### src/design/crc8fpr_pkg.sv
// ----------------------------------------------------------------------------
// crc8fpr_pkg: shared types and constants for the crc-8 frame receiver
// Item structs, parse phases, result kinds and the crc-8 byte update.
// ----------------------------------------------------------------------------
`default_nettype none

package crc8fpr_pkg;

  localparam logic [7:0] SYNC_FIRST  = 8'hAA;
  localparam logic [7:0] SYNC_SECOND = 8'h55;
  // reflected form of polynomial 0x31
  localparam logic [7:0] CRC_POLY    = 8'h8C;
  localparam logic [7:0] CRC_INIT    = 8'h00;

  typedef enum logic [2:0] {
    PH_HUNT1   = 3'd0,
    PH_HUNT2   = 3'd1,
    PH_FUNC    = 3'd2,
    PH_LEN     = 3'd3,
    PH_PAYLOAD = 3'd4,
    PH_CHECK   = 3'd5
  } phase_t;

  typedef enum logic [1:0] {
    K_PAYLOAD = 2'd0,
    K_OK      = 2'd1,
    K_BAD     = 2'd2,
    K_TIMEOUT = 2'd3
  } kind_t;

  typedef struct packed {
    logic [7:0] rx_byte;
    logic       timeout_expired;
  } in_item_t;

  typedef struct packed {
    kind_t      kind;
    logic [7:0] func_code;
    logic [7:0] frame_length;
    logic [7:0] data_byte;
    logic [7:0] byte_index;
    logic [7:0] computed_crc;
  } out_item_t;

  // one byte through the reflected crc-8, bit by bit
  function automatic logic [7:0] crc8_byte(input logic [7:0] crc, input logic [7:0] b);
    logic [7:0] c;
    c = crc ^ b;
    for (int i = 0; i < 8; i++) begin
      if (c[0]) begin
        c = (c >> 1) ^ CRC_POLY;
      end else begin
        c = c >> 1;
      end
    end
    return c;
  endfunction

endpackage

`default_nettype wire

### src/design/crc8fpr_parser.sv
// ----------------------------------------------------------------------------
// crc8fpr_parser: frame parse state and per-item decode
// Holds the parse phase, frame header fields, payload count and running crc,
// and works out the result for the item at its input.
// ----------------------------------------------------------------------------
`default_nettype none

module crc8fpr_parser (
  input  wire logic                  clk,
  input  wire logic                  rst_n,
  input  wire crc8fpr_pkg::in_item_t item,
  input  wire logic                  advance,
  output crc8fpr_pkg::out_item_t     res,
  output logic                       has_res
);

  crc8fpr_pkg::phase_t phase_r, phase_nxt;
  logic [7:0] func_r, func_nxt;
  logic [7:0] len_r, len_nxt;
  logic [7:0] cnt_r, cnt_nxt;
  logic [7:0] crc_r, crc_nxt;

  logic [7:0] crc_in;
  logic [7:0] crc_b;
  logic [7:0] cnt_inc;

  // function byte starts a fresh crc
  assign crc_in  = (phase_r == crc8fpr_pkg::PH_FUNC) ? crc8fpr_pkg::CRC_INIT : crc_r;
  assign crc_b   = crc8fpr_pkg::crc8_byte(crc_in, item.rx_byte);
  assign cnt_inc = cnt_r + 8'd1;

  always_ff @(posedge clk) begin
    if (!rst_n) begin
      phase_r <= crc8fpr_pkg::PH_HUNT1;
      func_r  <= '0;
      len_r   <= '0;
      cnt_r   <= '0;
      crc_r   <= '0;
    end else if (advance) begin
      phase_r <= phase_nxt;
      func_r  <= func_nxt;
      len_r   <= len_nxt;
      cnt_r   <= cnt_nxt;
      crc_r   <= crc_nxt;
    end
  end

  always_comb begin
    phase_nxt        = phase_r;
    func_nxt         = func_r;
    len_nxt          = len_r;
    cnt_nxt          = cnt_r;
    crc_nxt          = crc_r;
    has_res          = 1'b0;
    res.kind         = crc8fpr_pkg::K_PAYLOAD;
    res.func_code    = func_r;
    res.frame_length = len_r;
    res.data_byte    = item.rx_byte;
    res.byte_index   = cnt_r;
    res.computed_crc = crc_r;

    if (item.timeout_expired) begin
      res.kind      = crc8fpr_pkg::K_TIMEOUT;
      res.data_byte = '0;
      // nothing in progress while hunting the first sync byte
      has_res       = (phase_r != crc8fpr_pkg::PH_HUNT1) &&
                      (phase_r <= crc8fpr_pkg::PH_CHECK);
      phase_nxt     = crc8fpr_pkg::PH_HUNT1;
      func_nxt      = '0;
      len_nxt       = '0;
      cnt_nxt       = '0;
      crc_nxt       = '0;
    end else begin
      case (phase_r)
        crc8fpr_pkg::PH_HUNT2: begin
          phase_nxt = (item.rx_byte == crc8fpr_pkg::SYNC_SECOND) ?
                      crc8fpr_pkg::PH_FUNC : crc8fpr_pkg::PH_HUNT1;
        end
        crc8fpr_pkg::PH_FUNC: begin
          func_nxt  = item.rx_byte;
          crc_nxt   = crc_b;
          phase_nxt = crc8fpr_pkg::PH_LEN;
        end
        crc8fpr_pkg::PH_LEN: begin
          len_nxt   = item.rx_byte;
          cnt_nxt   = '0;
          crc_nxt   = crc_b;
          phase_nxt = (item.rx_byte == 8'd0) ? crc8fpr_pkg::PH_CHECK : crc8fpr_pkg::PH_PAYLOAD;
        end
        crc8fpr_pkg::PH_PAYLOAD: begin
          crc_nxt          = crc_b;
          cnt_nxt          = cnt_inc;
          if (cnt_inc >= len_r) begin
            phase_nxt = crc8fpr_pkg::PH_CHECK;
          end
          has_res          = 1'b1;
          res.kind         = crc8fpr_pkg::K_PAYLOAD;
          res.computed_crc = crc_b;
        end
        crc8fpr_pkg::PH_CHECK: begin
          has_res   = 1'b1;
          res.kind  = (crc_r == item.rx_byte) ? crc8fpr_pkg::K_OK : crc8fpr_pkg::K_BAD;
          phase_nxt = crc8fpr_pkg::PH_HUNT1;
          func_nxt  = '0;
          len_nxt   = '0;
          cnt_nxt   = '0;
          crc_nxt   = '0;
        end
        default: begin
          func_nxt  = '0;
          len_nxt   = '0;
          cnt_nxt   = '0;
          crc_nxt   = '0;
          phase_nxt = (item.rx_byte == crc8fpr_pkg::SYNC_FIRST) ?
                      crc8fpr_pkg::PH_HUNT2 : crc8fpr_pkg::PH_HUNT1;
        end
      endcase
    end
  end

endmodule

`default_nettype wire

### src/design/crc8_framed_packet_receiver_core.sv
// Sync/length/crc-8 frame receiver. Bytes enter one item per clock while in_stall is
// low and are parsed against frames of AA 55, function id, length, payload, crc-8
// (reflected 0x31, init 0). Each payload byte leaves as a kind 0 item; the checksum
// byte yields frame ok or checksum mismatch, and a timeout item aborts any frame in
// progress with a kind 3 item. Throughput is one item per clock when no stall holds
// the flow: an input register feeds the parse logic, which loads a result register.
// A stalled result holds back only items that would produce a result; sync, header
// and idle-hunt bytes keep flowing.
// ----------------------------------------------------------------------------
// crc8_framed_packet_receiver_core: top level of the crc-8 frame receiver
// Input register, parser and result register with valid/stall handshakes.
// ----------------------------------------------------------------------------
`default_nettype none

module crc8_framed_packet_receiver_core (
  input  wire logic                  clk,
  input  wire logic                  rst_n,
  input  wire logic                  in_valid,
  output logic                       in_stall,
  input  wire crc8fpr_pkg::in_item_t in_item,
  output logic                       out_valid,
  input  wire logic                  out_stall,
  output crc8fpr_pkg::out_item_t     out_item
);

  logic                   a_valid_r, a_valid_nxt;
  crc8fpr_pkg::in_item_t  a_item_r;
  logic                   o_valid_r, o_valid_nxt;
  crc8fpr_pkg::out_item_t o_item_r;

  crc8fpr_pkg::out_item_t res;
  logic                   has_res;
  logic                   a_adv;
  logic                   a_load;
  logic                   o_load;

  crc8fpr_parser u_parser (
    .clk     (clk),
    .rst_n   (rst_n),
    .item    (a_item_r),
    .advance (a_adv),
    .res     (res),
    .has_res (has_res)
  );

  // an item with no result never waits on the output side
  assign a_adv    = a_valid_r && (!has_res || !o_valid_r || !out_stall);
  assign in_stall = a_valid_r && !a_adv;
  assign a_load   = in_valid && !in_stall;
  assign o_load   = a_adv && has_res;

  always_comb begin
    a_valid_nxt = a_valid_r;
    if (a_load) begin
      a_valid_nxt = 1'b1;
    end else if (a_adv) begin
      a_valid_nxt = 1'b0;
    end
    o_valid_nxt = o_valid_r;
    if (o_load) begin
      o_valid_nxt = 1'b1;
    end else if (!out_stall) begin
      o_valid_nxt = 1'b0;
    end
  end

  always_ff @(posedge clk) begin
    if (!rst_n) begin
      a_valid_r <= 1'b0;
      o_valid_r <= 1'b0;
    end else begin
      a_valid_r <= a_valid_nxt;
      o_valid_r <= o_valid_nxt;
    end
  end

  always_ff @(posedge clk) begin
    if (a_load) begin
      a_item_r <= in_item;
    end
    if (o_load) begin
      o_item_r <= res;
    end
  end

  assign out_valid = o_valid_r;
  assign out_item  = o_item_r;

  a_reset_empty: assert property (@(posedge clk) !rst_n |=> !a_valid_r && !o_valid_r)
    else $error("pipeline not empty after reset");

  a_stall_needs_item: assert property (@(posedge clk) disable iff (!rst_n)
    in_stall |-> a_valid_r && has_res && o_valid_r && out_stall)
    else $error("input stalled without a blocked result");

  a_result_lands: assert property (@(posedge clk) disable iff (!rst_n)
    o_load |=> o_valid_r && (o_item_r == $past(res)))
    else $error("result not captured in output register");

  a_pending_kept: assert property (@(posedge clk) disable iff (!rst_n)
    o_valid_r && out_stall |=> o_valid_r)
    else $error("stalled result dropped");

endmodule

`default_nettype wire

### config.mk
export PLATFORM = sky130hd
export DESIGN_NAME = crc8_framed_packet_receiver_core
export DESIGN_NICKNAME = d
export VERILOG_FILES = /design/src/design/crc8fpr_pkg.sv /design/src/design/crc8fpr_parser.sv /design/src/design/crc8_framed_packet_receiver_core.sv
export SDC_FILE = /design/constraint.sdc
export NUM_CORES = 1
export LEC_CHECK = 0
export ABC_AREA = 0
export BUFFER_PORTS_ARGS = -buffer_cell sky130_fd_sc_hd__buf_2
export CAP_MARGIN = 20
export CELL_PAD_IN_SITES_DETAIL_PLACEMENT = 1
export CELL_PAD_IN_SITES_GLOBAL_PLACEMENT = 2
export CORE_ASPECT_RATIO = 1.75
export CORE_MARGIN = 8
export CORE_UTILIZATION = 28
export DETAILED_ROUTE_END_ITERATION = 8
export GPL_TIMING_DRIVEN = 0
export PLACE_DENSITY_LB_ADDON = 0.1
export SYNTH_ARGS = -nofsm -noshare
export SYNTH_HDL_FRONTEND = slang
export SYNTH_SLANG_ARGS = --single-unit
### constraint.sdc
create_clock -name clk -period 5.4 [get_ports clk]
set_input_delay 0.27 -clock clk [delete_from_list [all_inputs] [get_ports clk]]
set_output_delay 0.27 -clock clk [all_outputs]
set_load 0.005 [all_outputs]
* After elaboration in Yosys (flattened, before gate mapping)
Index checks and enable logic that the tools add are counted.
** Word-level totals
- Output and inout port bits :: 44
- Logic and storage cells :: 99
- Register bits after elaboration :: 88
** Operators by class
- Mux-type cells :: 33
- Magnitude comparators :: 2
- Bitwise operators :: 9
- Eq/ne operators :: 14
- Add/subtract/negate cells :: 1
- Reduce and logical (&&, ||, !) cells :: 25
** Operators with widths (number)
- 8-bit two-way mux :: 15
- 8-bit one-hot mux with 2 select lines :: 4
- 2-bit NOT with 3-bit output :: 8
- 3-bit one-hot mux with 5 select lines :: 1
- 2-bit AND reduction :: 5
- 3-bit OR reduction :: 3
- 8-bit by 1-bit adder with 8-bit output, second input constant :: 1
- 8-bit by 7-bit equality test with 1-bit output, second input constant :: 1
- 8-bit equality test :: 1
- 8-bit equality test, second input constant :: 1
- 8-bit >= comparator :: 1
- 8-bit logical NOT :: 1
- 1-bit two-way mux :: 8
- 2-bit by 1-bit != test with 1-bit output, second input constant :: 4
- 8-bit bitwise XOR :: 1
- 3-bit by 2-bit equality test with 1-bit output, second input constant :: 2
- 3-bit equality test, second input constant :: 2
- 2-bit two-way mux :: 3
- 3-bit two-way mux :: 2
- 1-bit logical AND :: 5
- 1-bit logical NOT :: 5
- 2-bit OR reduction :: 2
- 3-bit by 1-bit equality test with 1-bit output, second input constant :: 1
- 3-bit less-or-equal comparator, second input constant :: 1
- other kinds (5) :: 6

* Logic depth before layout (Yosys ltp)
Gate-level depths: netlist of the first run.
- Word-level depth :: 21
- Gate-level depth with buffers :: 10
- Depth with buffers taken out :: 10

* Cells and area by module
Synthesis of the first run repeated with hierarchy kept, for this count alone.
** Unflattened totals
- Cell total of the unflattened synthesis :: 401
- Area total of the unflattened synthesis :: 4219.0 µm²
** Modules (own cells, without submodules)
- crc8fpr_parser :: cells each 339, sequential area each 700.7 µm², times used 1, area each 2592.5 µm²
- crc8_framed_packet_receiver_core :: cells each 62, sequential area each 1571.5 µm², times used 1, area each 1626.6 µm²

* Least setup slack after synthesis of the first run
No wires, ideal clock.
- Kind :: flip-flop to flip-flop
- From :: register u_parser.phase_r[1]
- To :: register o_item_r, in the netlist out_item[0] (enable)
- Setup slack :: 1827 ps
- Stages on the path, launching flop included :: 7
- Library setup time :: 455 ps
- Data arrival time :: 3118 ps
- Period minus slack after synthesis :: 3573 ps
- Path through :: dfxtp_1 > buf_4 > clkbuf_1 > o21ai_0 > mux2i_1 > nand2_1 > a21oi_1
** On the way
- Longest elaborated chain between the ends :: 9
- Elaborated cells on any way between the ends :: 13
- Those cells by class :: order compare: 1; eq/ne: 2; mux: 2; reduce/logical: 8
** Ends and longest elaborated chain
- from (decl) :: RTL line crc8fpr_parser.sv:17 : crc8fpr_pkg::phase_t phase_r, phase_nxt;
- from (signal assigned) :: RTL line crc8fpr_parser.sv:34 : phase_r <= crc8fpr_pkg::PH_HUNT1;
- from (signal assigned) :: RTL line crc8fpr_parser.sv:40 : phase_r <= phase_nxt;
- 3-bit equality test :: RTL line crc8fpr_parser.sv:74 : case (phase_r)
- 2-bit OR reduction (no line)
- 1-bit two-way mux :: RTL line crc8fpr_parser.sv:74
- 1-bit two-way mux * :: RTL line crc8fpr_parser.sv:62 : if (item.timeout_expired) begin
- 1-bit logical NOT :: RTL line crc8_framed_packet_receiver_core.sv:47 : assign a_adv = a_valid_r && (!has_res || !o_valid_r || !out_stall);
- 1-bit logical OR (2 in series) :: RTL line crc8_framed_packet_receiver_core.sv:47
- 1-bit logical AND :: RTL line crc8_framed_packet_receiver_core.sv:47
- 1-bit logical AND * :: RTL line crc8_framed_packet_receiver_core.sv:50 : assign o_load = a_adv && has_res;
- named net o_load :: RTL line crc8_framed_packet_receiver_core.sv:35 : logic o_load;
- to (signal assigned) :: RTL line crc8_framed_packet_receiver_core.sv:82 : o_item_r <= res;
- to (decl) :: RTL line crc8_framed_packet_receiver_core.sv:29 : crc8fpr_pkg::out_item_t o_item_r;
The timed path passes the listed nets; every way through them passes the cells marked *.
A chain may end at the register's enable or synchronous reset.

* Final worst setup path of the first run
- From :: register u_parser.cnt_r[0]
- To :: register u_parser.phase_r[0]
** On the way
- Longest elaborated chain between the ends :: 4
** Ends and longest elaborated chain
- from (decl) :: RTL line crc8fpr_parser.sv:20 : logic [7:0] cnt_r, cnt_nxt;
- from (signal assigned) :: RTL line crc8fpr_parser.sv:43 : cnt_r <= cnt_nxt;
- 8-bit by 1-bit adder with 8-bit output :: RTL line crc8fpr_parser.sv:30 : assign cnt_inc = cnt_r + 8'd1;
- 8-bit >= comparator :: RTL line crc8fpr_parser.sv:93 : if (cnt_inc >= len_r) begin
- 3-bit by 2-bit != test with 1-bit output (no line)
- 2-bit AND reduction (no line)
Every way passes these cells.

==> key figures, run 1 <==
Placement
  – I/O Buffers: 55
  – DP HPWL: about 9300 µm
  – Post-Place Cells: around 640
  – Gpl congestion: 0.7622

Final layout
  – Non-filler cells, final: around 660
  – Synthesis-to-finish area growth: 19.65%
  – Nets: 492
  – Most frequent cells in the layout: buf_2, nor2_1, edfxtp_1, nand2_1, dfxtp_1
  – Diodes inserted: 0
  – Fillers: roughly 1700
  – Most common cell after layout, fill and taps aside: buf_2
  – Final Util: 34.11%
  – Fraction of layout cells with a size suffix above 1: roughly a fifth

Detailed routing
  – DRC viols: 0
  – 1st-iter DRT viols: just under 70
  – DRT Pass-1 Iters: 4
  – ANT nets after route: 0
  – WL final: about 12000 µm
  – Via density: about 4.8
  – Routed length per placed instance: 18.36 µm
  – Vias: roughly 3100

Worst setup path
  – Critical path's most frequent cell: and3_1
  – Crit. End Element: register
  – CP cell instances: and3_1 -> and3_1 -> nand3_1 -> xnor2_1 -> ha_1 -> a211o_1 -> a211oi_1 -> o21ai_0 -> a21oi_1 -> a311oi_1
  – CP required: about 5.6 ns
  – CP Max Fanout: 6
  – CP Class: reg -> reg
  – Critical Path Max Stage Delay: roughly 0.46 ns
  – WP data arrival: around 3.2 ns
  – Slowest-stage cell, CP: dfxtp_1
  – CP Launch Type: register

Floorplan
  – Chip width: 108.7 µm
  – Core Area: roughly 15000 µm²
  – FP Rows: 59
  – Initial Util: around 29%
  – Boundary pin count: between 50 and 60
  – Die area: slightly below 20000 µm²
  – Die height: between 150 and 200 µm

Run
  – Max-cap violations: 0

Global routing
  – Initial antenna violation count: 0
  – Total congestion overflow: 0
  – Largest net degree at the start of global routing: 30
  – First-pass GRT wire length: between 15000 and 20000 µm
  – GRT Total Usage: a little over an eighth
  – Vias in the first global route: 3458

Synthesis
  – Main flop type after synthesis: edfxtp_1
  – Yosys warning total: 0
  – Largest family of logic cells by synthesized area: simple AND/OR/NAND/NOR gates
  – Unique masters post-synth: 57
  – Post-synth EDFFs: 51
  – XOR/XNOR Fraction of Synth Area: around 7.7%
  – Seq/Total Area, Yosys: between 50 and 60%
  – Post-synthesis cell area: 4209 µm²
  – Cells after Synth: between 400 and 500
  – Portion of netlist area occupied by mux cells: 4.578%
  – Synth async-reset ratio: 0%
  – Post-synthesis compound-gate area fraction: a little over a tenth
  – Average instance area after synthesis: 10.47 µm²
  – Post-Syn Nets: approximately 420
  – Adder-Cell Fraction of Synth Area: under 10%
  – Yosys reg bits: 88
  – Area share of and/or/nand/nor cells after synthesis: 15.76%

STA
  – # setup viols final: 0
  – Tightest Pin Transition: about 1.1 ns
  – Slew Limit Headroom: ~30%
  – Final hold violations: 0
  – Crit share post-route: 55.11%
  – Fin. max-slew vios: 0
  – Final hold slack: 0.1009 ns
  – Max Clock Freq: between 300 and 400 MHz
  – Tmin final: between 2 and 3 ns
  – RSZ-0062 raised after global routing: false
  – Sum Neg Setup Slack: 0 ns
  – Clock Skew: 0.009270 ns

CTS
  – Hold Buf Count CTS: 0
  – Clk sinks: between 80 and 90
  – Max Root-Sink Buffers: 2
  – Reg clk slew, reported paths: about 0.07 ns
  – Clk_lat worst skew: about 0.34 ns
  – # Post-CTS Setup Buffers: 0
  – Root buffer cell: clkbuf_16
  – Post-cts sizing count: 0
  – CTS tree: built
  – H-tree Lvls: 3
  – Num CTS Buffers: 9

Outcome
  – Status: completed

Min path
  – Hold Crit Class: in -> reg

Power and ir drop
  – PwrDens: about 290 nW/µm²
  – Peak supply drop: around 0.00013 V
  – Leakage: ~2 nW
-- cells by family (layout without fill, tap and decap cells) --
logic type | after synthesis | count (layout)
AOI/OAI and AO/OA | 66 | 66
muxes | 19 | 19
and+or+nand+nor | 143 | 143
buffers and inverters | 44 | 117
adders and majority gates | 9 | 9
DFF | 88 | 88
xor gates and xnor gates | 33 | 33
-- through the flow --
| step | total power [mW] | cell area, µm² | setup WS [ns] |
|---|---|---|---|
| 3_5_place_dp | 0.8612 | 4752 | 2.438 |
| 4_1_cts | 1.484 | 5036 | 2.411 |
| 6_report | 1.457 | 5036 | 2.424 |
| 5_1_grt | 1.519 | 5036 | 2.232 |
| 2_1_floorplan | 0.8203 | 4209 | 1.827 |
| 3_3_place_gp | 0.8588 | 4713 | 0.1961 |
-- layout make-up --
type | instances | area (µm²) | area share, %
Inverter | 21 | 78.83 | 1.565
Clock inverter | 7 | 58.81 | 1.168
Timing Repair Buffer | 57 | 302.8 | 6.012
Tap cell | 183 | 229.0 | 4.547
Multi-Input combinational cell | 270 | 1758 | 34.91
Sequential cell | 88 | 2272 | 45.12
Buffer | 23 | 111.4 | 2.211
Clock buffer | 9 | 225.2 | 4.472
-- power breakdown --
part | switching [mW] | total (mW) | internal, mW
clock | 0.292 | 0.615 | 0.323
combinational | 0.0752 | 0.122 | 0.0469
sequential | 0.00705 | 0.721 | 0.714
-- cell usage after synthesis (9+ instances only) --
master    count  share of area (%)
a21oi_1      18                2.1
clkbuf_1     15                1.3
dfxtp_1      37                 18
edfxtp_1     51                 36
ha_1          9                2.7
inv_1        20                1.8
mux2i_1      17                4.0
nand2_1      37                3.3
nand3_1      11                1.3
nor2_1       54                4.8
nor2b_1      12                1.8
o21ai_0      14                1.7
xnor2_1      19                4.0
xor2_1       11                2.3
-- layer usage --
metal	up-vias	routed length (µm)	share of wire, %	track usage (%)
li1	1535	-	-	-
met2	50	6883	57	25.17
met4	0	284	2.4	5.450
met1	1534	4545	38	13.41
met5	-	0	0	0
met3	10	369	3.1	2.750
-- state kept, by name, indices dropped and copies added, names as in the netlist --
name,flops
u_parser.phase_r,3
a_valid_r,1
a_item_r,9
u_parser.len_r,8
u_parser.crc_r,8
u_parser.func_r,8
u_parser.cnt_r,8
out_valid,1
out_item,42
-- critical path: cells and delay by family (launching register included) --
kind	cells	cell delay [ns]
xor gates and xnor gates	1	0.29
DFF	1	0.46
and+or+nand+nor	3	0.70
adders and majority gates	1	0.31
AOI/OAI and AO/OA	5	1.09
-- worst paths after layout --
check	start	end	slack, ns	cells after the start
hold / removal	in_item[5]	a_item_r[5]	0.10	1
setup / recovery	u_parser.cnt_r[0]	u_parser.phase_r[0]	2.42	10
setup reg to reg	u_parser.cnt_r[0]	u_parser.phase_r[0]	2.42	10
hold reg to reg	u_parser.func_r[2]	out_item[34]	0.44	0
Power figures use the tool's default switching activity.
==> run 2: changes to the inputs <==
--- a/config.mk
+++ b/config.mk
@@ -5,7 +5,7 @@
 export SDC_FILE = /design/constraint.sdc
 export NUM_CORES = 1
 export LEC_CHECK = 0
-export ABC_AREA = 0
+export ABC_AREA = 1
 export BUFFER_PORTS_ARGS = -buffer_cell sky130_fd_sc_hd__buf_2
 export CAP_MARGIN = 20
 export CELL_PAD_IN_SITES_DETAIL_PLACEMENT = 1
==> constraint.sdc (replaced) <==
create_clock -name clk -period 2.8 [get_ports clk]
set_input_delay 0.14 -clock clk [delete_from_list [all_inputs] [get_ports clk]]
set_output_delay 0.14 -clock clk [all_outputs]
set_load 0.005 [all_outputs]
==> key figures, run 2 <==
Outcome
  – Status: completed

Floorplan
  – Initial Util: 28.31% (-0.20 points)
  – Boundary pin count: 57 (unchanged)
  – FP Rows: 58 (-1.7%)
  – Core Area: 14150 µm² (-4.2%)
  – Die height: 174.2 µm (-2.2%)
  – Die area: 18540 µm² (-4.3%)
  – Chip width: 106.4 µm (-2.1%)

STA
  – Crit share post-route: 87.22% (+32 points)
  – Tmin final: 2.442 ns (-0.5339 ns)
  – # setup viols final: 0 (unchanged)
  – Slew Limit Headroom: 38.34% (+8.5 points)
  – Tightest Pin Transition: 0.9248 ns (-0.1252 ns)
  – Fin. max-slew vios: 0 (unchanged)
  – Final hold violations: 0 (unchanged)
  – Final hold slack: 0.08776 ns (-0.01315 ns)
  – Final worst slack: 0.3578 ns (-2.066 ns)
  – Max Clock Freq: 409.5 MHz (+22%)
  – Clock Skew: 0.006200 ns (-0.003069 ns)
  – RSZ-0062 raised after global routing: false
  – Sum Neg Setup Slack: 0 ns (unchanged)

Worst setup path
  – CP required: 3.02 ns (-2.60 ns)
  – R2r worst-path depth: 12 (+2)
  – Crit path max-delay family: simple AND/OR/NAND/NOR gates
  – CP Class: reg -> reg
  – CP cell instances: nand3_1 -> nand3b_1 -> nand3b_1 -> xnor2_1 -> ha_1 -> nand2_1 -> nor2_1 -> nand4_1 -> nand4_1 -> nand2_1 -> o21ai_0 -> nor2_1
  – CP startpoint: u_parser.cnt_r[2]
  – Slowest-stage cell, CP: dfxtp_1
  – Crit. End Element: register
  – Critical Path Max Stage Delay: 0.40 ns (-0.06 ns)
  – CP Max Fanout: 5 (-1)
  – WP data arrival: 2.67 ns (-0.52 ns)
  – Worst r2r src: u_parser.cnt_r[2]
  – Reg2reg end: u_parser.phase_r[0]
  – Reg2Reg Setup Slack: 0.36 ns (-2.07 ns)
  – CP Launch Type: register
  – Crit path depth: 12 (+2)
  – CP endpoint: u_parser.phase_r[0]
  – Buf+Inv Stages, Crit Path: 0 (unchanged)

Synthesis
  – Yosys warning total: 0 (unchanged)
  – Synth cell count leaders: nand2_1, edfxtp_1, a21oi_1
  – Post-synthesis compound-gate area fraction: 10.09% (-0.70 points)
  – Area share of and/or/nand/nor cells after synthesis: 21.02% (+5.3 points)
  – Synth async-reset ratio: 0% (unchanged)
  – Main flop type after synthesis: edfxtp_1
  – XOR/XNOR Fraction of Synth Area: 3.904% (-3.8 points)
  – Unique masters post-synth: 33 (-42%)
  – Synth area leader: edfxtp_1
  – Top-count cell post-synth: nand2_1
  – Cells after Synth: 429 (+6.7%)
  – Average instance area after synthesis: 9.339 µm² (-11%)
  – Seq/Total Area, Yosys: 56.71% (+2.7 points)
  – Adder-Cell Fraction of Synth Area: 2.811% (+0.14 points)
  – Synth top area share: 38.23% (+1.8 points)
  – Post-synthesis cell area: 4006 µm² (-4.8%)
  – Top post-synthesis cells by area: edfxtp_1, dfxtp_1, nand2_1
  – Yosys reg bits: 88 (unchanged)
  – Largest family of logic cells by synthesized area: simple AND/OR/NAND/NOR gates
  – Portion of netlist area occupied by mux cells: 0% (-4.6 points)
  – Post-Syn Nets: 451 (+6.4%)
  – Post-synth EDFFs: 51 (unchanged)

Power and ir drop
  – PwrDens: 610.3 nW/µm² (+110%)
  – Leakage: 1.985 nW (+0.49%)
  – Total power: 2.998 mW (+110%)
  – Peak supply drop: 0.0003493 V (+160%)

Detailed routing
  – ANT nets after route: 0 (unchanged)
  – Vias: 3209 (+2.6%)
  – Routed length per placed instance: 17.61 µm (-4.1%)
  – DRC viols: 0 (unchanged)
  – DRT Pass-1 Iters: 4 (unchanged)
  – WL final: 12140 µm (+0.44%)
  – Via density: 4.657 (-2.1%)
  – 1st-iter DRT viols: 95 (+38%)

Global routing
  – Total congestion overflow: 0 (unchanged)
  – GRT Total Usage: 13.66% (+0.42 points)
  – First-pass GRT wire length: 19060 µm (-1.4%)
  – Initial antenna violation count: 0 (unchanged)
  – Largest net degree at the start of global routing: 43 (+43%)
  – Vias in the first global route: 3539 (+2.3%)

CTS
  – Clk_lat worst skew: 0.33 ns (about the same)
  – Clk sinks: 88 (unchanged)
  – Num CTS Buffers: 9 (unchanged)
  – H-tree Lvls: 3 (unchanged)
  – Root buffer cell: clkbuf_16
  – CTS tree: built
  – # Post-CTS Setup Buffers: 0 (unchanged)
  – Max Root-Sink Buffers: 2 (unchanged)
  – Reg clk slew, reported paths: 0.06 ns (about the same)

Final layout
  – Register area: 2273 µm² (about the same)
  – Nets: 526 (+6.9%)
  – Multi-input gate area: 1515 µm² (-14%)
  – Fillers: 1697 (-0.88%)
  – Most frequent cells in the layout: nand2_1, buf_2, edfxtp_1, a21oi_1, inv_1
  – Max FFs per register: 42 (unchanged)
  – Fraction of layout cells with a size suffix above 1: 18.66% (-0.28 points)
  – Final Cell Area: 4912 µm² (-2.5%)
  – Final Util: 34.71% (+0.60 points)
  – Non-filler cells, final: 689 (+4.7%)
  – Synthesis-to-finish area growth: 22.61%
  – Most common cell after layout, fill and taps aside: nand2_1
  – Diodes inserted: 0 (unchanged)

Run
  – Max-cap violations: 0 (unchanged)

Placement
  – DP HPWL: 9248 µm (-0.31%)
  – Dpl cell area: 4507 µm² (-5.2%)
  – Pre-CTS WS: 0.2911 ns (-2.147 ns)
  – Post-Place Cells: 664 (+3.4%)
  – I/O Buffers: 55 (unchanged)
  – Gpl congestion: 0.8248 (+8.2%)

Min path
  – Hold Crit Class: in -> reg
-- run 2: cell count changes after synthesis, sizes merged, moves of 13 or more --
cell and change:
nand2 +67, inv +27, a21oi +26, nand3 +26, nor2 -26, mux2i -17, xnor2 -13
-- run 2: how the worst min path moves through the flow --
stage               startpoint          end  slack, ns  cells after the start
global placement    in_item[8]  a_item_r[8]       0.32                      1
CTS                  out_stall    out_valid       0.08                      3
floorplan           in_item[0]  a_item_r[0]       0.24                      0
finish               out_stall    out_valid       0.09                      3
global route         out_stall    out_valid       0.11                      3
detailed placement  in_item[8]  a_item_r[8]       0.32                      1
-- run 2: kinds of logic (layout without fill, tap and decap cells) --
logic type / count (synthesis) / in the layout
and+or+nand+nor: 184 / 184
DFF: 88 / 88
AOI/OAI and AO/OA: 76 / 76
buffers and inverters: 55 / 135
xor gates and xnor gates: 17 / 17
adders and majority gates: 9 / 9
-- run 2: layout make-up --
class	count	area share [%]
inverter	48	3.668
tap	180	4.585
sequential	88	46.28
clock inverter	5	1.656
clock buffer	11	4.738
buffer	7	0.7896
timing repair buffer	64	7.438
multi-input combinational	286	30.85
-- run 2: what timing repair did --
action / in CTS / in global routing
gates resized for setup: 0 / 1
setup endpoints to repair: 0 / 2
hold buffers: 9 / 0
endpoints found under the hold margin: 9 / 0
-- run 2: layer usage --
metal	up-vias	part of all wire [%]	global-route usage, %
met3	14	2.9	2.521
met2	45	58	26.87
li1	1595	-	-
met4	0	4.0	7.434
met5	-	0	0
met1	1555	35	12.52
-- run 2: power by group --
part	internal [mW]	switching [mW]	total, mW
Clock	0.783	0.504	1.29
Sequential	1.40	0.0245	1.43
Combinational	0.0877	0.197	0.285
Total	2.27	0.725	3.00
-- run 2: worst register-to-register path, cell delays in order (launching register included) --
cell and delay [ns]:
dfxtp_1 0.40, nand3_1 0.15, nand3b_1 0.22, nand3b_1 0.21, xnor2_1 0.17, ha_1 0.30, nand2_1 0.07, nor2_1 0.16
nand4_1 0.11, nand4_1 0.13, nand2_1 0.14, o21ai_0 0.21, nor2_1 0.05
==> run 3: changes to the inputs <==
--- a/config.mk
+++ b/config.mk
@@ -13,6 +13,7 @@
 export CORE_ASPECT_RATIO = 1.75
 export CORE_MARGIN = 8
 export CORE_UTILIZATION = 28
+export CTS_BUF_LIST = sky130_fd_sc_hd__clkbuf_4
 export DETAILED_ROUTE_END_ITERATION = 8
 export GPL_TIMING_DRIVEN = 0
 export PLACE_DENSITY_LB_ADDON = 0.1
==> key figures, run 3 (synthesis results as in run 2) <==
Placement
  – DP HPWL: 9248 µm (unchanged)
  – Gpl congestion: 0.8248 (unchanged)
  – Post-Place Cells: 664 (unchanged)
  – Dpl cell area: 4507 µm² (unchanged)
  – I/O Buffers: 55 (unchanged)

Worst setup path
  – CP startpoint: u_parser.cnt_r[2]
  – Worst r2r src: u_parser.cnt_r[2]
  – CP Max Fanout: 5 (unchanged)
  – Reg2Reg Setup Slack: 0.31 ns (-0.05 ns)
  – CP required: 3.14 ns (+0.12 ns)
  – WP data arrival: 2.83 ns (+0.16 ns)
  – CP Launch Type: register
  – CP Class: reg -> reg
  – R2r worst-path depth: 12 (unchanged)
  – Crit. End Element: register
  – CP endpoint: u_parser.phase_r[1]
  – Reg2reg end: u_parser.phase_r[1]

STA
  – Sum Neg Setup Slack: 0 ns (unchanged)
  – Crit share post-route: 88.86% (+1.6 points)
  – Slew Limit Headroom: 37.46% (-0.88 points)
  – Tightest Pin Transition: 0.9381 ns (+0.01322 ns)
  – Final hold violations: 0 (unchanged)
  – # setup viols final: 0 (unchanged)
  – Max Clock Freq: 401.9 MHz (-1.8%)
  – Tmin final: 2.488 ns (+0.04580 ns)
  – Fin. max-slew vios: 0 (unchanged)
  – RSZ-0062 raised after global routing: false
  – Clock Skew: 0.01842 ns (+0.01222 ns)
  – Final hold slack: 0.07065 ns (-0.01710 ns)

Power and ir drop
  – Peak supply drop: 0.0002129 V (-39%)
  – Total power: 2.549 mW (-15%)
  – PwrDens: 534.0 nW/µm² (-13%)
  – Leakage: 1.927 nW (-2.9%)

CTS
  – Num CTS Buffers: 9 (unchanged)
  – Clk_lat worst skew: 0.45 ns (+0.12 ns)
  – Root buffer cell: clkbuf_4
  – Max Root-Sink Buffers: 2 (unchanged)
  – CTS tree: built
  – H-tree Lvls: 3 (unchanged)
  – # Post-CTS Setup Buffers: 0 (unchanged)
  – Clk sinks: 88 (unchanged)
  – Reg clk slew, reported paths: 0.14 ns (+0.08 ns)

Min path
  – Depth of the worst hold-timing path: 3 (unchanged)
  – Hold Crit Class: in -> reg

Final layout
  – Nets: 527 (+0.19%)
  – Synthesis-to-finish area growth: 19.18%
  – Most common cell after layout, fill and taps aside: nand2_1
  – Fraction of layout cells with a size suffix above 1: 19.02% (+0.36 points)
  – Most frequent cells in the layout: nand2_1, buf_2, edfxtp_1, a21oi_1, inv_1
  – Max FFs per register: 42 (unchanged)
  – Non-filler cells, final: 691 (+0.29%)
  – Final Cell Area: 4775 µm² (-2.8%)

Floorplan
  – Boundary pin count: 57 (unchanged)
  – Core Area: 14150 µm² (unchanged)
  – Die height: 174.2 µm (unchanged)
  – Initial Util: 28.31% (unchanged)
  – Die area: 18540 µm² (unchanged)
  – Chip width: 106.4 µm (unchanged)
  – FP Rows: 58 (unchanged)

Detailed routing
  – Routed length per placed instance: 17.46 µm (-0.85%)
  – DRC viols: 0 (unchanged)
  – ANT nets after route: 0 (unchanged)
  – 1st-iter DRT viols: 97 (+2.1%)
  – WL final: 12070 µm (-0.56%)
  – DRT Pass-1 Iters: 4 (unchanged)
  – Vias: 3232 (+0.72%)
  – Via density: 4.677 (+0.43%)

Global routing
  – Gr busiest metal: met2
  – Largest net degree at the start of global routing: 43 (unchanged)
  – GRT met1 Usage: 12.68% (+0.16 points)
  – First-pass GRT wire length: 19060 µm (about the same)
  – Total congestion overflow: 0 (unchanged)
  – Met2 usage: 26.17% (-0.71 points)
  – Vias in the first global route: 3538 (-0.028%)
  – GRT Total Usage: 13.69% (+0.023 points)
  – Met3 usage: 2.892% (+0.37 points)
  – Initial antenna violation count: 1 (+1)

Outcome
  – Status: completed

Run
  – Max-cap violations: 0 (unchanged)
==> run 3: changes by cell type in the layout (fill, tap and decap cells not counted), sizes merged <==
cell / before / now
diode: 0 / 1
dlygate4sd3: 9 / 10
==> run 3: power by group <==
| group | internal (mW) | switching [mW] | leakage, nW |
|---|---|---|---|
| registers | 1.40 | 0.0247 | 0.791 |
| logic | 0.0886 | 0.197 | 1.05 |
| clock network | 0.383 | 0.455 | 0.0887 |
==> run 3: cell type report <==
class | instances | area, µm²
Fill cell | 1724 | 9376
Sequential cell | 88 | 2273
Multi-Input combinational cell | 286 | 1515
Timing Repair Buffer | 65 | 375.4
Tap cell | 180 | 225.2
Inverter | 48 | 180.2
Clock buffer | 11 | 82.58
Clock inverter | 5 | 81.33
Buffer | 7 | 38.79
Antenna cell | 1 | 2.502
==> run 3: worst min-delay path by stage <==
stage                     startpoint           to  slack (ns)
after detailed placement  in_item[8]  a_item_r[8]        0.32
after global placement    in_item[8]  a_item_r[8]        0.32
final                       in_valid    a_valid_r        0.07
after global routing        in_valid    a_valid_r        0.04
after CTS                   in_valid    a_valid_r        0.04
after floorplan           in_item[0]  a_item_r[0]        0.24
==> run 3: through the flow <==
stage / worst slack [ns] / util (%)
CTS: 0.2411 / 33.71
global route: 0.01776 / 33.74
global placement: 0.003633 / 31.85
floorplan: 0.6557 / -
detailed placement: 0.2911 / 31.85
finish: 0.3120 / 33.74
==> run 3: layer usage <==
layer | vias to the layer above | wire length (µm)
li1 | 1597 | -
met1 | 1558 | 4343
met2 | 53 | 6743
met3 | 24 | 353
met4 | 0 | 628
met5 | - | 0
==> run 3: timing repair <==
| item | CTS | global route |
|---|---|---|
| endpoints found under the setup margin | 0 | 2 |
| resized for setup | 0 | 1 |
| hold buffers | 10 | 0 |
| hold endpoints to repair | 10 | 0 |
==> run 3: worst max-delay path, stage by stage, from the launching register on <==
cell	delay, ns
dfxtp_1	0.42
nand3_1	0.15
nand3b_1	0.22
nand3b_1	0.21
xnor2_1	0.17
ha_1	0.30
nand2_1	0.07
nor2_1	0.16
nand4_1	0.11
nand4_1	0.14
nand2_1	0.14
o21ai_0	0.22
a21oi_1	0.07
